### config.mk
export PLATFORM = sky130hd
export DESIGN_NAME = hcbp_back
export DESIGN_NICKNAME = d
export VERILOG_FILES = /design/src/hw/rtl/hcbp_pkg.sv /design/src/hw/rtl/hcbp_back.sv
export SDC_FILE = /design/constraint.sdc
export NUM_CORES = 1
export LEC_CHECK = 0
export ABC_AREA = 1
export BUFFER_PORTS_ARGS = -buffer_cell sky130_fd_sc_hd__buf_2
export CORE_MARGIN = 2
export CORE_UTILIZATION = 50
export DETAILED_ROUTE_END_ITERATION = 7
export PLACE_DENSITY = 0.71
export RECOVER_POWER = 25
export SLEW_MARGIN = 20
export SYNTH_ARGS = -nofsm -noshare
export SYNTH_HDL_FRONTEND = slang
export SYNTH_SLANG_ARGS = --single-unit
### constraint.sdc
create_clock -name clk -period 8.05 [get_ports clk]
set_input_delay 1.61 -clock clk [delete_from_list [all_inputs] [get_ports clk]]
set_output_delay 1.61 -clock clk [all_outputs]
set_load 0.03 [all_outputs]
### src/hw/rtl/hcbp_pkg.sv
// ----------------------------------------------------------------------------
// hcbp_pkg
// Shared types and constants of the Huffman code bit packer.
// ----------------------------------------------------------------------------
package hcbp_pkg;

  localparam int CODE_WIDTH   = 16;
  localparam int SYMBOL_COUNT = 256;
  localparam int SYM_BITS     = $clog2(SYMBOL_COUNT);
  localparam int LEN_BITS     = 5;
  localparam int BYTE_BITS    = 8;
  localparam int WIN_BITS     = BYTE_BITS + CODE_WIDTH;

  typedef enum logic [1:0] {
    KIND_LOAD   = 2'd0,
    KIND_ENCODE = 2'd1,
    KIND_FLUSH  = 2'd2
  } kind_t;

  // One queued job for the packer: an encode with its looked-up code, or a flush.
  typedef struct packed {
    logic                    flush;
    logic [CODE_WIDTH-1:0]   code;
    logic [LEN_BITS-1:0]     len;
  } cmd_t;

  // Table entry: left-justified code and its length.
  typedef struct packed {
    logic [CODE_WIDTH-1:0]   code;
    logic [LEN_BITS-1:0]     len;
  } entry_t;

endpackage

### src/hw/rtl/hcbp_back.sv
// ----------------------------------------------------------------------------
// hcbp_back
// Bit packer: merges codes into the byte buffer and drives the output register.
// ----------------------------------------------------------------------------
module hcbp_back (
  input  logic           clk,
  input  logic           rst,
  input  logic           job_valid,
  output logic           job_ready,
  input  hcbp_pkg::cmd_t job,
  output logic           out_valid,
  input  logic           out_ready,
  output logic [7:0]     out_byte,
  output logic           out_last,
  output logic           out_eos
);
  import hcbp_pkg::*;

  logic [BYTE_BITS-1:0] buffer;
  logic [BYTE_BITS-1:0] buffer_next;
  logic [3:0]           held;
  logic [3:0]           held_next;
  logic                 out_valid_next;
  logic [BYTE_BITS-1:0] out_byte_next;
  logic                 out_last_next;
  logic                 out_eos_next;
  logic                 sec_valid;
  logic                 sec_valid_next;
  logic [BYTE_BITS-1:0] sec_byte;
  logic [BYTE_BITS-1:0] sec_byte_next;

  logic                  slot_free;
  logic [CODE_WIDTH-1:0] code_m;
  logic [WIN_BITS-1:0]   window;
  logic [4:0]            total;
  logic [4:0]            total_m1;
  logic [1:0]            nbytes;

  assign slot_free = !out_valid || out_ready;
  assign job_ready = slot_free && !sec_valid;

  // Drop code bits past the length, then line the code up after the held bits.
  assign code_m   = job.code & ~({CODE_WIDTH{1'b1}} >> job.len);
  assign window   = {buffer, {CODE_WIDTH{1'b0}}} | ({code_m, {BYTE_BITS{1'b0}}} >> held);
  assign total    = 5'(held) + job.len;
  assign total_m1 = total - 5'd1;
  assign nbytes   = total_m1[4:3];

  always_comb begin
    buffer_next    = buffer;
    held_next      = held;
    out_valid_next = out_valid && !out_ready;
    out_byte_next  = out_byte;
    out_last_next  = out_last;
    out_eos_next   = out_eos;
    sec_valid_next = sec_valid;
    sec_byte_next  = sec_byte;
    if (slot_free && sec_valid) begin
      out_valid_next = 1'b1;
      out_byte_next  = sec_byte;
      out_last_next  = 1'b1;
      out_eos_next   = 1'b0;
      sec_valid_next = 1'b0;
    end else if (job_ready && job_valid) begin
      if (job.flush) begin
        out_valid_next = 1'b1;
        out_byte_next  = buffer;
        out_last_next  = 1'b1;
        out_eos_next   = 1'b1;
        buffer_next    = '0;
        held_next      = '0;
      end else if (job.len != '0) begin
        held_next = 4'(total - {nbytes, 3'b000});
        case (nbytes)
          2'd0: begin
            buffer_next = window[WIN_BITS-1 -: BYTE_BITS];
          end
          2'd1: begin
            buffer_next    = window[WIN_BITS-BYTE_BITS-1 -: BYTE_BITS];
            out_valid_next = 1'b1;
            out_byte_next  = window[WIN_BITS-1 -: BYTE_BITS];
            out_last_next  = 1'b1;
            out_eos_next   = 1'b0;
          end
          default: begin
            buffer_next    = window[BYTE_BITS-1:0];
            out_valid_next = 1'b1;
            out_byte_next  = window[WIN_BITS-1 -: BYTE_BITS];
            out_last_next  = 1'b0;
            out_eos_next   = 1'b0;
            sec_valid_next = 1'b1;
            sec_byte_next  = window[WIN_BITS-BYTE_BITS-1 -: BYTE_BITS];
          end
        endcase
      end
    end
  end

  always_ff @(posedge clk) begin
    if (rst) begin
      buffer    <= '0;
      held      <= '0;
      out_valid <= 1'b0;
      sec_valid <= 1'b0;
    end else begin
      buffer    <= buffer_next;
      held      <= held_next;
      out_valid <= out_valid_next;
      sec_valid <= sec_valid_next;
    end
  end

  always_ff @(posedge clk) begin
    out_byte <= out_byte_next;
    out_last <= out_last_next;
    out_eos  <= out_eos_next;
    sec_byte <= sec_byte_next;
  end

endmodule

==> impl_metrics.py <==
metrics = {
    "run_status": {
        "outcome": "completed",
    },
    "routing": {
        "via_per_inst": 5.79,
        "vias": 3181,
        "drtAntennaViolNets": 0,
        "drt_iter0_markers": 210,
        "wl_per_cell_um": 14.3,
        "drc": 0,
        "routed_wl_um": 7850,
        "dr.pass1.iters": 5,
    },
    "sta": {
        "period_share_pct": 47.3,
        "finalCriticalPeriod_ns": 3.81,
        "clock_skew_ns": 0.00879,
        "hold_viol": 0,
        "fmax_mhz": 262,
        "worstMarginPinSlew_ns": 0.820,
        "finalMaxSlewViolations": 0,
        "finalSetupViolCount": 0,
        "fin_setup_tns_ns": 0,
        "slew_headroom_pct": 45.2,
        "rsz0062_at_grt": "false",
    },
    "setup_path": {
        "worstSetupEndpointType": "register",
        "cp-start-kind": "input port",
        "worst-path-max-fanout": 10,
        "reg2reg_from": "held[1]",
        "critPathKind": "input port to register",
        "critPathArrivalTime_ns": 3.72,
        "r2r_slack_ns": 4.82,
        "r2r_end": "sec_byte[0]",
        "reg2reg_depth": 9,
        "cp.required_ns": 7.96,
    },
    "placement": {
        "gp_congestion": 0.924,
        "dp_hpwl_um": 6020,
        "dp.cells": 541,
        "portBuffers": 37,
    },
    "floorplanning": {
        "coreArea_sq_mm": 0.00541,
        "ios": 38,
        "die_w_um": 78.4,
        "die_height_um": 78.4,
        "die-area_sq_mm": 0.00614,
        "row_count": 27,
        "start_util_pct": 51.1,
    },
    "clocking": {
        "post_cts_resized": 0,
        "cts_tree": "done",
        "cts.sinks": 32,
        "insertion_delay_ns": 0.29,
        "root_buffer": "clkbuf_8",
        "cts.hold.buffers_added": 0,
        "htreeDepth": 2,
        "cts_buffer_depth": 2,
        "clk_pin_slew_ns": 0.06,
        "cts_setup_buffers": 0,
        "cts_buffers": 5,
    },
    "final_layout": {
        "final_util_pct": 56.4,
        "layout.cells.non_filler": 549,
        "layout-drive-gt1-share_pct": 9.64,
        "nets": 507,
        "diodes": 0,
        "area_growth_pct": 10.3,
    },
    "global_route": {
        "grt.overflow.total": 0,
        "track_usage_pct": 27.2,
        "grt_pass1_vias": 2956,
        "antenna_found_initial": 0,
        "grt_max_degree": 24,
        "grt_pass1_wl_um": 13300,
    },
    "hold_path": {
        "min-delay-start": "buffer[0]",
        "hold_path.class": "register to register",
        "hold_end": "buffer[0]",
        "hold_depth": 2,
    },
    "pwr": {
        "power_uw": 520,
        "pwr_density_cell_mw_per_mm2": 171,
        "leakagePower_uw": 0.00138,
        "ir_drop_uv": 124,
    },
    "synthesis": {
        "synth.avg_cell_area_sq_um": 6.17,
        "syn_inst": 448,
        "synth_cell_types": 29,
        "synth.net_count": 479,
        "synth_top_area_share_pct": 22.6,
        "yosys_register_bits": 32,
        "yosys.area.top_type": "nand3_1",
        "synth_area_sq_mm": 0.00276,
        "synth_area_leaders": "nand3_1 23%, edfxtp_1 17%, nand2_1 17%",
        "yosysSeqAreaShare_pct": 29.0,
        "yosys_warnings": 0,
    },
    "flow_run": {
        "max-cap-violations": 0,
    },
}
==> cells in the mapped netlist <==
cell type,count
nand2_1,128
nor2_4,3
o211ai_1,3
clkinv_1,3
nor2_2,2
edfxtp_1,16
a31oi_1,3
nand3b_1,2
nand3_1,125
nand4_1,11
nand3_2,1
a21oi_1,19
a31o_2,1
inv_2,1
nor2_1,30
buf_6,1
o22ai_1,1
nor2_8,1
dfxtp_1,16
buf_1,5
clkbuf_1,7
buf_2,5
inv_1,38
nand2_2,5
ha_1,4
o21ai_0,9
o21ai_1,2
o21a_1,5
fa_1,1
==> cells in the final DEF, fill, tap and decap left out, types with 2 or more instances in the layout <==
cell	n
a21oi_1	19
a31oi_1	3
buf_2	25
buf_4	2
clkbuf_1	13
clkbuf_8	7
clkinv_1	3
dfxtp_1	16
edfxtp_1	16
ha_1	4
inv_1	38
nand2_1	128
nand2_2	5
nand3_1	125
nand3b_1	2
nand4_1	11
nor2_1	32
nor2_4	2
o211ai_1	3
o21a_1	5
o21ai_0	9
o21ai_1	2
==> worst max-delay path by stage <==
stage,startpoint,slack [ns],end,cells after the start
floorplan,job[0],4.39,sec_byte[0],9
global placement,job[0],4.02,sec_byte[1],10
detailed placement,job[0],3.94,sec_byte[3],10
CTS,job[0],4.24,sec_byte[0],10
global route,job[0],4.11,sec_byte[0],10
finish,job[0],4.24,sec_byte[0],10
==> stage by stage <==
stage | setup slack [ns] | area, sq um | hold slack (ns)
2_1_floorplan | 4.39 | 2760 | 0.439
3_3_place_gp | 4.02 | 2970 | 0.453
3_5_place_dp | 3.94 | 2970 | 0.456
4_1_cts | 4.24 | 3070 | 0.464
5_1_grt | 4.11 | 3050 | 0.476
6_report | 4.24 | 3050 | 0.464
==> cell families after synthesis <==
group | count (synthesis) | share of synthesized area, %
AND/OR/NAND/NOR | 308 | 51.0
flip-flops | 32 | 29.0
AO/OA/AOI/OAI | 43 | 8.83
adder cells (fa/ha/maj) | 5 | 2.54
buffers and inverters | 60 | 8.65
==> flip-flops by register name, summed over array words and instances, names as in the netlist <==
name,flops
buffer,8
held,4
out_byte,8
out_eos,1
out_last,1
out_valid,1
sec_byte,8
sec_valid,1
==> report_power, final <==
group / internal [uW] / switching [uW]
combinational: 53.6 / 131
sequential: 193 / 7.78
clock: 77.9 / 57.3
total: 324 / 196
==> area by class of cell <==
cell class                 instances  area (sq um)
clock buffer                       8           100
fill                             565          2360
inverter                          42           158
multi-input combinational        356          1710
sequential                        32           801
tap                               72          90.1
timing repair buffer              39           185
==> worst max-delay path: stages <==
cell and delay, ns:
buf_2 0.12, ha_1 0.17, inv_1 0.05, fa_1 0.50, nand2_1 0.13, nor2_8 0.18
nand3_2 0.11, nand2_2 0.11, nand2_1 0.11, nor2_1 0.61
==> layer usage <==
layer	share of wire (%)	global-route usage, %	vias to the layer above	wire [um]
met3	7.2	5.52	22	565
li1	-	-	1575	-
met4	2.6	9.65	0	207
met1	43	34.9	1454	3380
met2	47	45.5	130	3700
met5	0	0	-	0
Note: power is estimated with default switching activity, not from simulation.
