**src/hw/rtl/hcbp_pkg.sv**
```systemverilog
// ----------------------------------------------------------------------------
// hcbp_pkg
// Shared types and constants of the Huffman code bit packer.
// ----------------------------------------------------------------------------
package hcbp_pkg;

  localparam int CODE_WIDTH   = 16;
  localparam int SYMBOL_COUNT = 256;
  localparam int SYM_BITS     = $clog2(SYMBOL_COUNT);
  localparam int LEN_BITS     = 5;
  localparam int BYTE_BITS    = 8;
  localparam int WIN_BITS     = BYTE_BITS + CODE_WIDTH;

  typedef enum logic [1:0] {
    KIND_LOAD   = 2'd0,
    KIND_ENCODE = 2'd1,
    KIND_FLUSH  = 2'd2
  } kind_t;

  // One queued job for the packer: an encode with its looked-up code, or a flush.
  typedef struct packed {
    logic                    flush;
    logic [CODE_WIDTH-1:0]   code;
    logic [LEN_BITS-1:0]     len;
  } cmd_t;

  // Table entry: left-justified code and its length.
  typedef struct packed {
    logic [CODE_WIDTH-1:0]   code;
    logic [LEN_BITS-1:0]     len;
  } entry_t;

endpackage

```
**src/hw/rtl/hcbp_queue.sv**
```systemverilog
// ----------------------------------------------------------------------------
// hcbp_queue
// Two-entry job queue between the front and the packer.
// ----------------------------------------------------------------------------
module hcbp_queue (
  input  logic           clk,
  input  logic           rst,
  input  logic           push_valid,
  output logic           push_ready,
  input  hcbp_pkg::cmd_t push_cmd,
  output logic           pop_valid,
  input  logic           pop_ready,
  output hcbp_pkg::cmd_t pop_cmd
);
  import hcbp_pkg::*;

  cmd_t       slots [2];
  logic       wr_ptr;
  logic       rd_ptr;
  logic [1:0] count;
  logic       push;
  logic       pop;

  assign push_ready = count != 2'd2;
  assign pop_valid  = count != 2'd0;
  assign push       = push_valid && push_ready;
  assign pop        = pop_valid && pop_ready;
  assign pop_cmd    = slots[rd_ptr];

  always_ff @(posedge clk) begin
    if (push) begin
      slots[wr_ptr] <= push_cmd;
    end
  end

  always_ff @(posedge clk) begin
    if (rst) begin
      wr_ptr <= 1'b0;
      rd_ptr <= 1'b0;
      count  <= 2'd0;
    end else begin
      if (push) begin
        wr_ptr <= !wr_ptr;
      end
      if (pop) begin
        rd_ptr <= !rd_ptr;
      end
      count <= count + 2'(push) - 2'(pop);
    end
  end

endmodule

```
**config.mk**
```make
export PLATFORM = sky130hd
export DESIGN_NAME = hcbp_queue
export DESIGN_NICKNAME = d
export VERILOG_FILES = /design/src/hw/rtl/hcbp_pkg.sv /design/src/hw/rtl/hcbp_queue.sv
export SDC_FILE = /design/constraint.sdc
export NUM_CORES = 1
export LEC_CHECK = 0
export BUFFER_PORTS_ARGS = -buffer_cell sky130_fd_sc_hd__buf_4
export CAP_MARGIN = 20
export CORE_MARGIN = 10
export CORE_UTILIZATION = 35
export CTS_BUF_LIST = sky130_fd_sc_hd__clkbuf_2
export CTS_CLUSTER_DIAMETER = 100
export DETAILED_ROUTE_END_ITERATION = 8
export GPL_TIMING_DRIVEN = 0
export HOLD_SLACK_MARGIN = 0.12
export RECOVER_POWER = 25
export SETUP_SLACK_MARGIN = 0.5
export SLEW_MARGIN = 20
export SYNTH_ARGS = -nofsm -noshare
export SYNTH_HDL_FRONTEND = slang
export SYNTH_SLANG_ARGS = --single-unit
```
**constraint.sdc**
```tcl
create_clock -name clk -period 1.6 [get_ports clk]
set_clock_uncertainty 0.15 [all_clocks]
set_input_delay 0.16 -clock clk [delete_from_list [all_inputs] [get_ports clk]]
set_output_delay 0.16 -clock clk [all_outputs]
set_load 0.01 [all_outputs]
```
==> summary.md, run 1 <==
| Metric | Value |
|---|---|
| TritonRoute pass-1 iters | 4 |
| Data required time of the critical path | 1.29 ns |
| Fillers | 415 |
| Most common cell after layout, fill and taps aside | edfxtp_1 |
| Fin nets | 224 |
| CP max stage cell | dfxtp_4 |
| Layout cells sized above 1 | 0.581 |
| Setup ws final | -0.124 ns |
| Cells after Synth | 97 |
| Worst reg-to-reg path cell count | 6 |
| Final Hold Fails | 0 |
| Yosys top cell by area | edfxtp_1 |
| Largest net degree at the start of global routing | 15 |
| Maximum Capacitance Violations | 0 |
| Sequential fraction of the synthesis area | 0.773 |
| Fmax achieved | 580 MHz |
| Die height | 92.5 um |
| TritonCTS clock tree | built |
| Period minus WS final | 1.72 ns |
| Yosys warnings | 0 |
| Outcome | finished with violations |
| Worst path depth | 3 |
| First-pass GRT wire length | 7000 um |
| Top cells by area, synth | edfxtp_1, mux2_1, dfxtp_1, mux2_2, nor2_1 |
| FF+latch count, synth | 49 |
| Critical path type | flop to output pin |
| Total global routing overflow | 0 |
| Area share of the largest cell type after synthesis | 0.718 |
| VDD IR-drop max | 0.655 mV |
| Synth Area per Inst | 19.0 um^2 |
| Hold Path Class | input port to flop |
| LEAKAGE | 0.00123 uW |
| Vias | 1215 |
| Area Overhead vs Synth | 68.9% |
| Clock sink count | 49 |
| Post-Place Cell Area | 2430 um^2 |
| All-Layer GR Usage | 0.105 |
| Antenna viol nets, final | 0 |
| Syn Nets | 124 |
| CTS Root Cell | clkbuf_2 |
| Failing checks | setup timing |
| Die area | 8550 um^2 |
| Worst slew margin | 0.712 |
| WP data arrival | 1.41 ns |
| Crit path launch type | flop |
| Total Wirelength | 4440 um |
| Core area | 5110 um^2 |
| Pwr dens | 1200 nW/um^2 |
| Clk slew on worst S/H paths | 0.23 ns |
| Die width | 92.5 um |
| Vias/cell | 4.53 |
| # diodes | 0 |
| Final std cell area, no fill | 3110 um^2 |
| Worst Hold Margin | 0.118 ns |
| CP Cell Sequence | buf_4, mux2_2, buf_4 |
| Final period util | 1.08 |
| H-tree levels | 2 |
| Crit. End Element | output pin |
| DR iter-0 viols | 52 |
| Commonest non-fill, non-tap cells in the layout | edfxtp_1, buf_6, dlygate4sd3_1 |
| Crit-path most repeated cell | buf_4 |
| # rows | 26 |
| Drt drc | 0 |
| RSZ-0062 raised after global routing | yes |
| Placer Congestion | 0.654 |
| Total power | 3740 uW |
| Worst path bufs/invs | 2 |
| Hold-fix buffers, CTS | 25 |
| Routed length per instance | 16.6 um |
| Bufs on Longest Clock Path | 2 |
| CTS Buf Count | 5 |
| Initial antenna violation count | 0 |
| Starting Density | 0.360 |
| Port Buffers | 49 |
| Crit-path max FO | 3 |
| Kind of cell adding the most delay to the critical path | flip-flops |
| Hold path cells | 4 |
| Io pins | 50 |
| Least-Margin Pin Slew | 0.426 ns |
| Cell variety after synth | 24 |
| Vias in the first global route | 1342 |
| Setup-failing EPs final | 22 |
| Worst skew pair latency | 0.40 ns |
| CP max stage delay | 0.43 ns |
| Fin. max-slew vios | 0 |
| Synthesized area | 1840 um^2 |
[layout make-up]
cell class | count | area (um^2) | area share
timing repair buffer | 89 | 888 | 0.286
sequential | 49 | 1430 | 0.461
clock buffer | 6 | 30.0 | 0.00967
buffer | 2 | 40.0 | 0.0129
tap | 70 | 87.6 | 0.0282
clock inverter | 2 | 33.8 | 0.0109
timing repair inverter | 1 | 7.51 | 0.00242
inverter | 1 | 7.51 | 0.00242
multi-input combinational | 48 | 579 | 0.186
[layer usage]
layer	routed length, um	track usage
met1	1810	0.115
met2	2340	0.187
met3	240	0.0379
met5	0	0
met4	50	0.0308
[flip-flops by register name, summed over array words and instances (netlist names), named ones only]
| signal | cells |
|---|---|
| slots | 44 |
| count | 2 |
| rd_ptr | 1 |
| wr_ptr | 1 |
[worst min-delay path, cell delays in order]
cell    delay [ns]
buf_4         0.11
and3_1        0.23
nor4_4        0.06
nor3_2        0.08
[Yosys cell counts]
cell	instances
edfxtp_1	44
mux2_1	20
dfxtp_1	5
nor2_1	4
and3_1	2
buf_2	2
mux2_2	2
nor2b_1	2
a21bo_1	1
a21oi_1	1
ha_1	1
inv_1	1
nand2b_1	1
nand3_1	1
nand3b_1	1
nor3_2	1
nor4_1	1
nor4bb_1	1
o21ai_0	1
o21ai_1	1
o21ba_1	1
o31a_1	1
or2_2	1
xor2_1	1
[worst paths after layout]
kind / from / slack [ns] / end
hold / removal: push_valid / 0.12 / count[1]
setup reg to reg: count[0] / 0.01 / slots[0][1]
setup / recovery: flop / -0.12 / pop_cmd[0]
hold reg to reg: rd_ptr / 0.39 / rd_ptr
[kinds of logic (layout without fill, tap and decap cells)]
kind of cell / after synthesis / in the layout / synth area share
flip-flops: 49 / 49 / 0.773
buffers and inverters: 3 / 101 / 0.00748
multiplexers: 22 / 22 / 0.135
AND/OR/NAND/NOR: 15 / 18 / 0.0497
adder cells (fa/ha/maj): 1 / 1 / 0.00680
AO/OA/AOI/OAI: 6 / 6 / 0.0238
XOR/XNOR: 1 / 1 / 0.00476
[metrics by stage]
| step | worst slack, ns | util | TNS (ns) | cells |
|---|---|---|---|---|
| 6_report | -0.124 | 0.608 | -2.49 | 268 |
| 5_1_grt | -0.215 | 0.608 | -4.73 | 268 |
| 4_1_cts | -0.157 | 0.598 | -3.22 | 265 |
| 3_5_place_dp | -0.137 | 0.476 | -3.00 | 216 |
| 3_3_place_gp | -0.0659 | 0.476 | -1.42 | 216 |
| 2_1_floorplan | 0.138 | - | 0 | 97 |
[power breakdown]
group / switching [uW] / internal [uW] / total (uW) / leakage [uW]
combinational: 531 / 930 / 1460 / 0.000737
sequential: 74.3 / 1570 / 1640 / 0.000455
clock: 371 / 266 / 637 / 0.0000406
[timing repair]
action,4_1_cts,5_1_grt
hold endpoints to repair,62,1
pin swaps,14,4
gates resized for setup,44,4
setup buffers,12,2
gates cloned,4,1
setup endpoints to repair,71,73
Power figures use the tool's default switching activity.
==> run 2, diff against run 1 <==
==> constraint.sdc (replaced) <==
create_clock -name clk -period 1.7 [get_ports clk]
set_clock_uncertainty 0.15 [all_clocks]
set_input_delay 0.17 -clock clk [delete_from_list [all_inputs] [get_ports clk]]
set_output_delay 0.17 -clock clk [all_outputs]
set_load 0.01 [all_outputs]
==> run 2 against run 1 <==
The flow still finishes with violations (setup timing). Worst setup slack improved by 0.075 ns. First-iteration DRC count fell by 60%. Non-clock buffer count rose by 3. Critical path depth did not move. Global-route usage fell by 0.22 points. Via count rose by 3.0%. Worst hold slack improved by 0.0075 ns. Cell count rose by 1.1%. Combinational power fell by 11%. Critical path type unchanged. Critical endpoint is now pop_cmd[19]. Largest cell class unchanged. Largest power group unchanged.
==> summary.md, run 2 (synthesized netlist as in run 1, its figures left out) <==
| Metric | Value |
|---|---|
| # diodes | 0 |
| WP data arrival | 1.43 ns |
| Util after Layout | 0.601 |
| FF-to-FF End | slots[0][20] |
| DP Worst Slack | 0.00147 ns |
| Total Wirelength | 4400 um |
| Cell Count, Final, Fillers Out | 271 |
| Routed length per instance | 16.3 um |
| Clk slew on worst S/H paths | 0.21 ns |
| Fin nets | 227 |
| Register Area | 1430 um^2 |
| Least-Margin Pin Slew | 0.439 ns |
| Max reg flops | 44 |
| Fmax achieved | 572 MHz |
| Setup ws final | -0.0484 ns |
| VDD IR-drop max | 0.666 mV |
| All-Layer GR Usage | 0.103 |
| CTS Buf Count | 5 |
| Die height | 92.5 um |
| Most common cell after layout, fill and taps aside | edfxtp_1 |
| Drt drc | 0 |
| Critical path type | flop to output pin |
| LEAKAGE | 0.00120 uW |
| Pwr dens | 1110 nW/um^2 |
| Crit-path max FO | 10 |
| Bufs on Longest Clock Path | 2 |
| Total global routing overflow | 0 |
| Data required time of the critical path | 1.38 ns |
| Vias | 1252 |
| Multi-input gate area | 538 um^2 |
| Dpl cells | 216 |
| Area Overhead vs Synth | 66.9% |
| R2r setup slk | 0.14 ns |
| Dpl hpwl | 2580 um |
| Worst path bufs/invs | 2 |
| DR iter-0 viols | 21 |
| Biggest register | slots |
| Final period util | 1.03 |
| Fin. max-slew vios | 0 |
| # rows | 26 |
| Period minus WS final | 1.75 ns |
| CTS Root Cell | clkbuf_2 |
| Commonest non-fill, non-tap cells in the layout | edfxtp_1, buf_4, dlygate4sd3_1 |
| Cell internal pwr | 2530 uW |
| Sequential share of power | 0.451 |
| Final Hold Fails | 0 |
| Crit path launch type | flop |
| Worst path depth | 3 |
| Io pins | 50 |
| TritonRoute pass-1 iters | 4 |
| Vias in the first global route | 1382 |
| Total power | 3420 uW |
| Switching Share | 0.259 |
| Die width | 92.5 um |
| Logic pwr share | 0.380 |
| CP max stage cell | dfxtp_4 |
| Fillers | 406 |
| Die area | 8550 um^2 |
| Vias/cell | 4.62 |
| CP Cell Sequence | buf_12, mux2_1, buf_4 |
| Failing checks | setup timing |
| Largest net degree at the start of global routing | 15 |
| Reg2reg start | count[0] |
| Sw Pwr | 884 uW |
| Hold Path Class | input port to flop |
| H-tree levels | 2 |
| Worst skew pair latency | 0.39 ns |
| Initial antenna violation count | 0 |
| Clock Power Share | 0.169 |
| Setup-failing EPs final | 20 |
| Kind of cell adding the most delay to the critical path | flip-flops |
| Maximum Capacitance Violations | 0 |
| Starting Density | 0.360 |
| Clock sink count | 49 |
| CP max stage delay | 0.42 ns |
| Core area | 5110 um^2 |
| Antenna viol nets, final | 0 |
| RSZ-0062 raised after global routing | yes |
| Largest regs | slots x44, count x2 |
| Crit. End Element | output pin |
| Outcome | finished with violations |
| Layout cells sized above 1 | 0.537 |
| Hold-fix buffers, CTS | 26 |
| TritonCTS clock tree | built |
| Worst reg-to-reg path cell count | 6 |
| Critical Path End | pop_cmd[19] |
| Port Buffers | 49 |
| Placer Congestion | 0.637 |
| Worst slew margin | 0.703 |
| First-pass GRT wire length | 6960 um |
run 2: cell types whose count changed in the layout (fill, tap and decap cells not counted), moves of 2 or more:
cell	delta
buf_4	+8
buf_6	-6
dlygate4sd3_1	+2
mux2_1	+8
mux2_4	-8
run 2: timing repair:
action                                  4_1_cts  5_1_grt
hold endpoints to repair                     55        1
setup buffers                                12        4
pin swaps                                    13        5
resized for setup                            28       27
endpoints found under the setup margin       70       73
cloned                                        5        0
run 2: worst min path at each step:
stage                    to         start  slack [ns]  cells past startpoint
6_report             wr_ptr    push_valid        0.13                      4
2_1_floorplan      count[1]           rst        0.08                      1
5_1_grt              wr_ptr    push_valid        0.09                      4
3_5_place_dp   slots[0][12]  push_cmd[12]        0.21                      1
4_1_cts            count[1]     pop_ready        0.13                      4
3_3_place_gp    slots[0][1]   push_cmd[1]        0.21                      1
run 2: area by class of cell:
class	instances	area share
Buffer	2	0.0130
Clock buffer	6	0.00978
Clock inverter	2	0.0110
Inverter	1	0.00245
Multi-Input combinational cell	48	0.175
Sequential cell	49	0.467
Tap cell	70	0.0285
Timing Repair Buffer	92	0.290
Timing Repair inverter	1	0.00245
run 2: power by group through the flow:
stage | Combinational, uW | Sequential [uW] | Clock [uW]
finish | 1300 | 1540 | 576
global route | 1390 | 1550 | 643
floorplan | 433 | 1540 | 0
detailed placement | 782 | 1560 | 0
CTS | 1110 | 1530 | 604
global placement | 767 | 1550 | 0
run 2: worst min-delay path, cell delays in order:
cell      delay (ns)
buf_4           0.13
nand3b_1        0.17
buf_6           0.14
a21oi_1         0.06
run 2: metrics by stage:
step,hold WS [ns],instance area [um^2],TNS (ns)
3_3_place_gp,0.206,2340,0
3_5_place_dp,0.208,2340,0
5_1_grt,0.0930,3070,-2.58
4_1_cts,0.130,2920,-1.89
2_1_floorplan,0.0804,1890,0
6_report,0.125,3070,-0.563
run 2: routing by layer:
| metal | vias to the layer above | routed length (um) | track usage |
|---|---|---|---|
| li1 | 591 | - | - |
| met1 | 621 | 1720 | 0.105 |
| met2 | 34 | 2370 | 0.190 |
| met3 | 6 | 255 | 0.0387 |
| met4 | 0 | 53 | 0.0308 |
| met5 | - | 0 | 0 |
==> run 3, diff against run 2 <==
--- a/config.mk
+++ b/config.mk
@@ -14,9 +14,10 @@
 export DETAILED_ROUTE_END_ITERATION = 8
 export GPL_TIMING_DRIVEN = 0
 export HOLD_SLACK_MARGIN = 0.12
-export RECOVER_POWER = 25
+export RECOVER_POWER = 50
 export SETUP_SLACK_MARGIN = 0.5
 export SLEW_MARGIN = 20
 export SYNTH_ARGS = -nofsm -noshare
 export SYNTH_HDL_FRONTEND = slang
 export SYNTH_SLANG_ARGS = --single-unit
+export TNS_END_PERCENT = 30
==> run 3 against run 2 <==
The flow still finishes with violations (setup timing). Via count down 10%. Maximum frequency up 1.5%. Routed wire length down 14%. Count of clock-buffer cells in the layout unchanged. Utilization down 4.6 points. Sequential cell count unchanged. Clock power up 1%. Combinational power down 18%. Critical endpoint is now pop_cmd[14]. Largest cell class unchanged.
==> summary.md, run 3 (synthesized netlist as in run 1, its figures left out) <==
| Metric | Value |
|---|---|
| Die width | 92.5 um |
| Hold_sp | pop_ready |
| Hold path cells | 5 |
| Crit. End Element | output pin |
| Crit-path max FO | 10 |
| Dpl cells | 216 |
| # rows | 26 |
| Reg2reg start | count[0] |
| Routed length per instance | 14.9 um |
| RSZ-0062 raised after global routing | yes |
| Die height | 92.5 um |
| Max reg flops | 44 |
| Final Hold Fails | 0 |
| LEAKAGE | 0.00108 uW |
| Vias in the first global route | 1171 |
| Final period util | 1.01 |
| Placer Congestion | 0.710 |
| FF-to-FF End | slots[0][17] |
| Drt drc | 0 |
| Fin. max-slew vios | 0 |
| Data required time of the critical path | 1.38 ns |
| Antenna viol nets, final | 0 |
| Hold Path Class | input port to flop |
| Layout cells sized above 1 | 0.462 |
| Pwr dens | 1120 nW/um^2 |
| Clock sink count | 49 |
| Port Buffers | 49 |
| Most common cell after layout, fill and taps aside | edfxtp_1 |
| Bufs on Longest Clock Path | 2 |
| Worst reg-to-reg path cell count | 5 |
| Vias/cell | 4.44 |
| Worst skew pair latency | 0.39 ns |
| Area Overhead vs Synth | 54.1% |
| Vias | 1127 |
| Largest regs | slots x44, count x2 |
| DR iter-0 viols | 39 |
| Outcome | finished with violations |
| All-Layer GR Usage | 0.0888 |
| Setup-failing EPs final | 10 |
| Core area | 5110 um^2 |
| Worst hold path endpoint | count[0] |
| Total Wirelength | 3790 um |
| Commonest non-fill, non-tap cells in the layout | edfxtp_1, dlygate4sd3_1, clkbuf_4 |
| TritonRoute pass-1 iters | 4 |
| Maximum Capacitance Violations | 0 |
| Least-Margin Pin Slew | 0.430 ns |
| Hold-fix buffers, CTS | 25 |
| Biggest register | slots |
| Starting Density | 0.360 |
| Dpl hpwl | 2500 um |
| Util after Layout | 0.555 |
| VDD IR-drop max | 0.527 mV |
| WP data arrival | 1.40 ns |
| Critical path type | flop to output pin |
| Total global routing overflow | 0 |
| Failing checks | setup timing |
| Largest net degree at the start of global routing | 23 |
| Period minus WS final | 1.72 ns |
| CTS Buf Count | 5 |
| Io pins | 50 |
| Cell Count, Final, Fillers Out | 254 |
| Initial antenna violation count | 0 |
| R2r setup slk | 0.10 ns |
| TritonCTS clock tree | built |
| CTS Root Cell | clkbuf_2 |
| Crit path launch type | flop |
| Setup ws final | -0.0230 ns |
| # diodes | 0 |
| Die area | 8550 um^2 |
| H-tree levels | 2 |
| Worst slew margin | 0.709 |
| Clk slew on worst S/H paths | 0.22 ns |
| First-pass GRT wire length | 5860 um |
| Fin nets | 210 |
| Fmax achieved | 580 MHz |
==> run 3: cell types whose count changed in the layout (fill, tap and decap cells not counted), moves of 2 or more <==
cell      previous run  this run
and3_4               4         1
clkbuf_1             0         3
dfxtp_1              1         3
buf_4               27        15
o21ai_0              0         2
buf_6               24        14
clkbuf_4            12        20
mux2_1               8        10
buf_12               4         2
==> run 3: per-stage QoR <==
stage	cell area, um^2	hold slack (ns)	total power [uW]	setup TNS [ns]	worst slack, ns
6_report	2840	0.148	3180	-0.136	-0.0230
3_3_place_gp	2330	0.206	2300	0	0.0277
5_1_grt	2840	0.159	3350	-2.30	-0.138
2_1_floorplan	1870	0.0804	1950	0	0.237
4_1_cts	2750	0.113	3110	-1.45	-0.0820
3_5_place_dp	2330	0.208	2320	-0.407	-0.0199
==> run 3: final cells by class <==
type	instances	area, um^2
Buffer	2	35.0
Clock buffer	6	30.0
Clock inverter	2	33.8
Fill cell	430	2270
Inverter	1	7.51
Multi-Input combinational cell	45	503
Sequential cell	49	1430
Tap cell	70	87.6
Timing Repair Buffer	78	702
Timing Repair inverter	1	7.51
==> run 3: layer usage <==
| layer | track usage | vias up | routed length, um |
|---|---|---|---|
| li1 | - | 549 | - |
| met1 | 0.0980 | 540 | 1590 |
| met2 | 0.149 | 36 | 1940 |
| met3 | 0.0347 | 2 | 211 |
| met4 | 0.0386 | 0 | 40 |
| met5 | 0 | - | 0 |
==> run 3: worst max path at each step <==
stage | start | endpoint | cells past startpoint
2_1_floorplan | count[0] | slots[0][0] | 3
3_5_place_dp | count[0] | slots[0][13] | 3
5_1_grt | flop | pop_cmd[18] | 3
6_report | flop | pop_cmd[14] | 3
4_1_cts | flop | pop_cmd[14] | 3
3_3_place_gp | count[0] | slots[0][13] | 3
==> run 3: power breakdown <==
| group | leakage (uW) | total [uW] | switching [uW] | internal (uW) |
|---|---|---|---|---|
| Clock | 0.0000406 | 584 | 333 | 251 |
| Combinational | 0.000585 | 1070 | 427 | 641 |
| Sequential | 0.000454 | 1520 | 55.9 | 1470 |
| Total | 0.00108 | 3180 | 816 | 2360 |
==> run 3: critical path: stages, from the launching register on <==
cell and delay, ns:
dfxtp_4 0.41, buf_8 0.14, mux2_1 0.33, buf_4 0.15
==> run 3: what timing repair did <==
item | CTS | global route
pin swaps | 7 | 11
buffers inserted | 4 | 0
endpoints found under the setup margin | 70 | 73
resized for setup | 18 | 27
cloned | 1 | 0
hold endpoints to repair | 49 | 1
